[src/design/hpi_pkg.sv]
// ----------------------------------------------------------------------------
// hpi_pkg
// Types, constants and formats shared by the HSV pixel illumination block.
// ----------------------------------------------------------------------------
`default_nettype none

package hpi_pkg;

  // intensity and register format
  localparam int IFB   = 14;
  localparam int IW    = IFB + 1;
  localparam int CW    = 15;
  localparam int ONE_I = 1 << IFB;

  // hsv format
  localparam int HF  = 24;
  localparam int HW  = HF + 1;
  localparam int HUW = HF + 3;
  localparam logic [HW-1:0] HSV_ONE = HW'(1) << HF;
  localparam int TSH = HF - IFB;

  // value: floor(mx * 2^24 / 255) = mx * 65793 + (mx == 255)
  localparam logic [16:0] V_MUL = 17'd65793;

  // blend product widths
  localparam int MW  = IW + HW;
  localparam int SW  = MW + 1;

  // long division
  localparam int NUMW = 11;
  localparam int DIVW = NUMW + HF;
  localparam int NLANE = 2;

  // byte conversion: floor(x * 255999 / (1000 * 2^24))
  localparam logic [17:0] BYTE_MUL = 18'd255999;
  localparam int          YW       = 18;
  localparam int          RSH      = 40;
  localparam logic [30:0] RECIP    = 31'd1099511628;
  localparam int          ZW       = YW + 31;

  // queue
  localparam int QDEPTH = 4;
  localparam int QAW    = $clog2(QDEPTH);

  typedef enum logic [2:0] {
    CFG_BRIGHT_SAT = 3'd0,
    CFG_BRIGHT_VAL = 3'd1,
    CFG_DARK_SAT   = 3'd2,
    CFG_DARK_VAL   = 3'd3
  } cfg_reg_e;

  localparam logic [CW-1:0] RST_BRIGHT_SAT = CW'(1638);
  localparam logic [CW-1:0] RST_BRIGHT_VAL = CW'(16384);
  localparam logic [CW-1:0] RST_DARK_SAT   = CW'(16384);
  localparam logic [CW-1:0] RST_DARK_VAL   = CW'(4915);

  typedef struct packed {
    logic [7:0]         red_in;
    logic [7:0]         green_in;
    logic [7:0]         blue_in;
    logic signed [15:0] intensity;
  } pix_in_t;

  typedef struct packed {
    logic [7:0] red_out;
    logic [7:0] green_out;
    logic [7:0] blue_out;
  } pix_out_t;

  typedef struct packed {
    logic [CW-1:0] bright_saturation;
    logic [CW-1:0] bright_value;
    logic [CW-1:0] dark_saturation;
    logic [CW-1:0] dark_value;
  } cfg_t;

  // classified word between front and back
  typedef struct packed {
    logic            pass;
    logic [7:0]      red;
    logic [7:0]      green;
    logic [7:0]      blue;
    logic [7:0]      mx;
    logic [7:0]      diff;
    logic [NUMW-1:0] hnum;
    logic [IW-1:0]   w;
    logic [IW-1:0]   di;
    logic [CW-1:0]   tsat;
    logic [CW-1:0]   tval;
  } cls_t;

endpackage

`default_nettype wire

[src/design/hpi_queue.sv]
// ----------------------------------------------------------------------------
// hpi_queue
// Short word queue between the classifying front and the back pipeline.
// ----------------------------------------------------------------------------
`default_nettype none

module hpi_queue (
  input  logic          clk,
  input  logic          rst,
  input  logic          push,
  input  hpi_pkg::cls_t wdata,
  input  logic          pop,
  output hpi_pkg::cls_t rdata,
  output logic          full,
  output logic          empty
);

  hpi_pkg::cls_t            mem [hpi_pkg::QDEPTH];
  logic [hpi_pkg::QAW-1:0]  wptr, rptr;
  logic [hpi_pkg::QAW:0]    count;

  assign full  = (count == (hpi_pkg::QAW+1)'(hpi_pkg::QDEPTH));
  assign empty = (count == '0);
  assign rdata = mem[rptr];

  always_ff @(posedge clk) begin
    if (push) mem[wptr] <= wdata;
  end

  always_ff @(posedge clk) begin
    if (rst) begin
      wptr  <= '0;
      rptr  <= '0;
      count <= '0;
    end else begin
      if (push) wptr <= wptr + 1'b1;
      if (pop) rptr <= rptr + 1'b1;
      count <= count + (hpi_pkg::QAW+1)'(push) - (hpi_pkg::QAW+1)'(pop);
    end
  end

`ifndef SYNTHESIS
  a_no_overflow: assert property (@(posedge clk) disable iff (rst) push |-> !full || pop)
    else $error("queue push while full");
  a_no_underflow: assert property (@(posedge clk) disable iff (rst) pop |-> !empty)
    else $error("queue pop while empty");
  a_count: assert property (@(posedge clk) disable iff (rst)
      !$past(rst) |-> count == $past(count) + (hpi_pkg::QAW+1)'($past(push))
                              - (hpi_pkg::QAW+1)'($past(pop)))
    else $error("queue count mismatch");
`endif

endmodule

`default_nettype wire

[config.mk]
export PLATFORM = sky130hd
export DESIGN_NAME = hpi_queue
export DESIGN_NICKNAME = d
export VERILOG_FILES = /design/src/design/hpi_pkg.sv /design/src/design/hpi_queue.sv
export SDC_FILE = /design/constraint.sdc
export NUM_CORES = 1
export LEC_CHECK = 0
export BUFFER_PORTS_ARGS = -buffer_cell sky130_fd_sc_hd__buf_2
export CAP_MARGIN = 20
export CORE_ASPECT_RATIO = 1.5
export CORE_UTILIZATION = 35
export DETAILED_ROUTE_END_ITERATION = 10
export GPL_ROUTABILITY_DRIVEN = 0
export GPL_TIMING_DRIVEN = 0
export MAX_ROUTING_LAYER = met4
export PLACE_DENSITY = 0.51
export SYNTH_ARGS = -nofsm -noshare
export SYNTH_HDL_FRONTEND = slang
export SYNTH_SLANG_ARGS = --single-unit
[constraint.sdc]
create_clock -name clk -period 4.6 [get_ports clk]
set_input_delay 0.23 -clock clk [delete_from_list [all_inputs] [get_ports clk]]
set_output_delay 0.23 -clock clk [all_outputs]
set_load 0.05 [all_outputs]
## Word level (Yosys, flattened, before mapping)

Memories as Yosys holds them, arrays and structs flattened. A register that Yosys moved wholly into a read port is not among the register bits.
Index checks and enable logic that the tools add are counted.

| storage, ports and cells | value |
|---|---|
| bits in registers | 7 |
| RAM bits | 448 |
| input port bits | 116 |
| logic and storage cells | 14 |
| memories | 1 |

Memories:

| memory | words | bits a word | read ports | clocked after memory_dff | wr ports | line | RTL |
|---|---|---|---|---|---|---|---|
| mem | 4 | 112 | 1 | 1 | 1 | hpi_queue.sv:18 | `hpi_pkg::cls_t mem [hpi_pkg::QDEPTH];` |

| operators by class | value |
|---|---|
| add/subtract/negate cells | 4 |
| equality and inequality tests | 1 |
| mux-type cells | 4 |
| reductions and logical operators | 1 |

Operators by type and width:

| kind | number |
|---|---|
| 2-bit by 1-bit adder with 2-bit output, second input constant | 2 |
| 2-bit 2-to-1 mux | 2 |
| 3-bit by 1-bit adder with 3-bit output | 1 |
| 3-bit == test, second input constant | 1 |
| 3-bit logical NOT | 1 |
| 3-bit by 1-bit subtractor with 3-bit output | 1 |
| 1-bit 2-to-1 mux | 2 |

## Logic depth before layout (Yosys ltp)

| logic depth | value |
|---|---|
| depth after elaboration | 3 |
| depth in mapped cells | 7 |
| gate-level depth less buffers | 7 |

## Worst setup path before layout

Ideal clock, no wire load.

| path | value |
|---|---|
| path kind | flip-flop to flip-flop |
| start point | reg wptr[0] in the netlist's numbering |
| end point | mem mem[0][0] in the netlist's numbering, enable pin |
| setup time | 0.484 ns |
| arrival time | 3.122 ns |
| data required time | 4.116 ns |
| path slack | 0.994 ns |
| cell stages (with the launch flop) | 4 |
| cell sequence | dfxtp_1 -> inv_1 -> ha_1 -> and2_1 |

RTL lines:

| item | line | RTL |
|---|---|---|
| start, declared | hpi_queue.sv:19 | `logic [hpi_pkg::QAW-1:0] wptr, rptr;` |
| start signal, assigned | hpi_queue.sv:36 | `if (push) wptr <= wptr + 1'b1;` |
| end, declared | hpi_queue.sv:18 |  |

Straight into the memory's write port.

==> metrics.txt <==
status finished, final reports clean; Post-DRT Antenna Nets 0; Leak 7.19 nW; sequential-to-total area share from yosys stat 81.7%; worst path cell trace buf_2 -> buf_2 -> mux4_2 -> buf_2; row count 97; Setup CP Type register to output pin; worst stage delay on the critical path 380 ps; Fin. Hold Viols 0; DR iter-0 viols 568; RSZ-0062 raised after global routing no; core area 46800 um^2; final core utilization 45.3%; fmax 0.402 GHz; finished layout cell area 21200 um^2; pin count of the biggest net entering global routing 53; Port Buffer Count 229; worst-path fanout max 10; placed inst area 18800 um^2; Nets 1147; fill cell count 4027; most frequent cell on the critical path buf_2; Avg WL per Cell 20.4 um; clock root cell clkbuf_16; antenna violations before repair 1; fin cells 1649; Reg2Reg Depth 5; die area 48600 um^2; post-synth net total 750; critical path data required time 4370 ps; vias in the first global route 8614; num ports 230; slowest CP cell dfxtp_1; H-tree Lvls 2; Die Wd 180 um; area delta synth->final 27.2%; Initial Utilization 35.6%; hold_buf cts 114; all-layer global routing usage 14.5%; Via Count 7836; Tmin final 2490 ps; Crit. End Element output pin; Routed WL 33.7 mm; Syn Area/Cell 26.6 um^2; post-CTS setup buffer count 0; Final period util 54.1%; Post-Syn Area 16700 um^2; DRC Markers 0; Synth Warn # 0; grt ovf 0; clock-pin slew on the worst setup and hold paths 60 ps; Setup Skew 10.2 ps; Yosys reg bits 457; Clock Sinks 457; Inserted Diodes 0; layout cells sized above 1 40.6%; HP Class primary input to register; final max-slew violation count 0; CP Launch Type register; number of standard cells after synthesis 627; pwr dens 452 nW/um^2; worst-case vdd ir drop 306 uV; # resized after CTS 0; Yosys cell types 22; via-per-instance ratio 4.75; TritonCTS clock tree yes; later-pin clock latency in the skew report 540 ps; hold path depth 3; Die H 269 um; DR pass1 iterations 4; first-pass GRT wire length 51.5 mm; setup TNS 0 ps; crit path DAT 2260 ps; dpl cells 1458; total CTS buffers 44; Final HPWL DP 20.3 mm; Least-Margin Pin Slew 734 ps; clk buf depth 3; final setup fails 0; Hold Slack 66.1 ps; Rel. slew slack 51.0%; max_cap viols 0
-- worst max-delay path: cells and delay by family (launching register included) --
kind | cells | cell delay (ps)
muxes | 1 | 370
DFF | 1 | 380
buffers and inverters | 3 | 970
-- cell usage after synthesis --
library cell / n / area, um^2
xnor2_1: 2 / 17.5
a21oi_1: 1 / 5.00
nand3b_1: 1 / 7.51
edfxtp_1: 448 / 13500
and2_1: 4 / 25.0
nor2b_1: 2 / 12.5
xor3_1: 1 / 23.8
mux2i_1: 1 / 10.0
and3_1: 1 / 6.26
buf_2: 9 / 45.0
buf_1: 3 / 11.3
ha_1: 6 / 75.1
buf_12: 9 / 180
nor3_1: 1 / 5.00
nor2_1: 5 / 18.8
fa_1: 1 / 20.0
buf_4: 3 / 22.5
inv_1: 6 / 22.5
buf_6: 1 / 11.3
dfxtp_1: 9 / 180
mux4_2: 112 / 2520
a21bo_2: 1 / 10.0
-- per-stage QoR --
| stage | power [mW] | worst slack [ps] |
|---|---|---|
| detailed placement | 6.35 | 2600 |
| global route | 9.94 | 1980 |
| finish | 9.60 | 2110 |
| floorplan | 5.95 | 994 |
| CTS | 9.76 | 2000 |
| global placement | 6.35 | -1560 |
-- final cells by class --
cell class / count / area [um^2] / area share [%]
tap: 594 / 743 / 3.50
clock inverter: 18 / 104 / 0.489
inverter: 6 / 22.5 / 0.106
buffer: 25 / 270 / 1.27
sequential: 457 / 13600 / 64.2
multi-input combinational: 139 / 2770 / 13.0
timing repair buffer: 351 / 2510 / 11.8
clock buffer: 59 / 1180 / 5.55
-- flip-flops by register name, summed over array words and instances, names as in the netlist, named ones only --
signal,cells
wptr,2
mem,448
rptr,2
count,3
-- final timing paths --
path / start / slack [ps] / endpoint
max: register / 2110 / rdata[85]
min: push / 70 / wptr[0]$_SDFFE_PP0P_
max reg2reg: wptr[0]$_SDFFE_PP0P_ / 2660 / mem[0][36]$_DFFE_PP_
min reg2reg: rptr[1]$_SDFFE_PP0P_ / 530 / rptr[1]$_SDFFE_PP0P_
-- logic make-up (layout without fill, tap and decap cells) --
family	Yosys count	after routing	synth area share (%)
AO/OA/AOI/OAI	2	2	0.0900
XOR/XNOR	3	3	0.247
adder cells (fa/ha/maj)	7	7	0.570
buffers and inverters	31	459	1.75
flip-flops	457	457	81.7
multiplexers	113	113	15.2
AND/OR/NAND/NOR	14	14	0.450
-- layer usage --
metal  track usage [%]  wire length [um]  vias up
li1                  -                 -     3504
met1              16.3             13200     4093
met2              25.7             18100      189
met3              2.82              1610       50
met4              4.66               756        0
met5                 -                 0        -
-- layout by cell type, fill, tap and decap left out, types with 2 or more instances in the layout --
cell             n
nor2_1           5
buf_4            3
buf_1            3
and2_4           4
nor2b_1          2
ha_1             6
clkinv_1        11
clkbuf_16       45
dlygate4sd3_1  114
buf_16           8
edfxtp_1       448
buf_2          238
dfxtp_1          9
buf_12           9
clkinv_2         5
xnor2_1          2
inv_1            6
mux4_2         112
clkbuf_1        14
-- report_power, final --
part	total, mW	switching [mW]	internal (mW)
sequential	4.83	0.0425	4.78
clock	3.29	1.45	1.84
combinational	1.48	0.971	0.505
(Power assumes the default switching activity.)
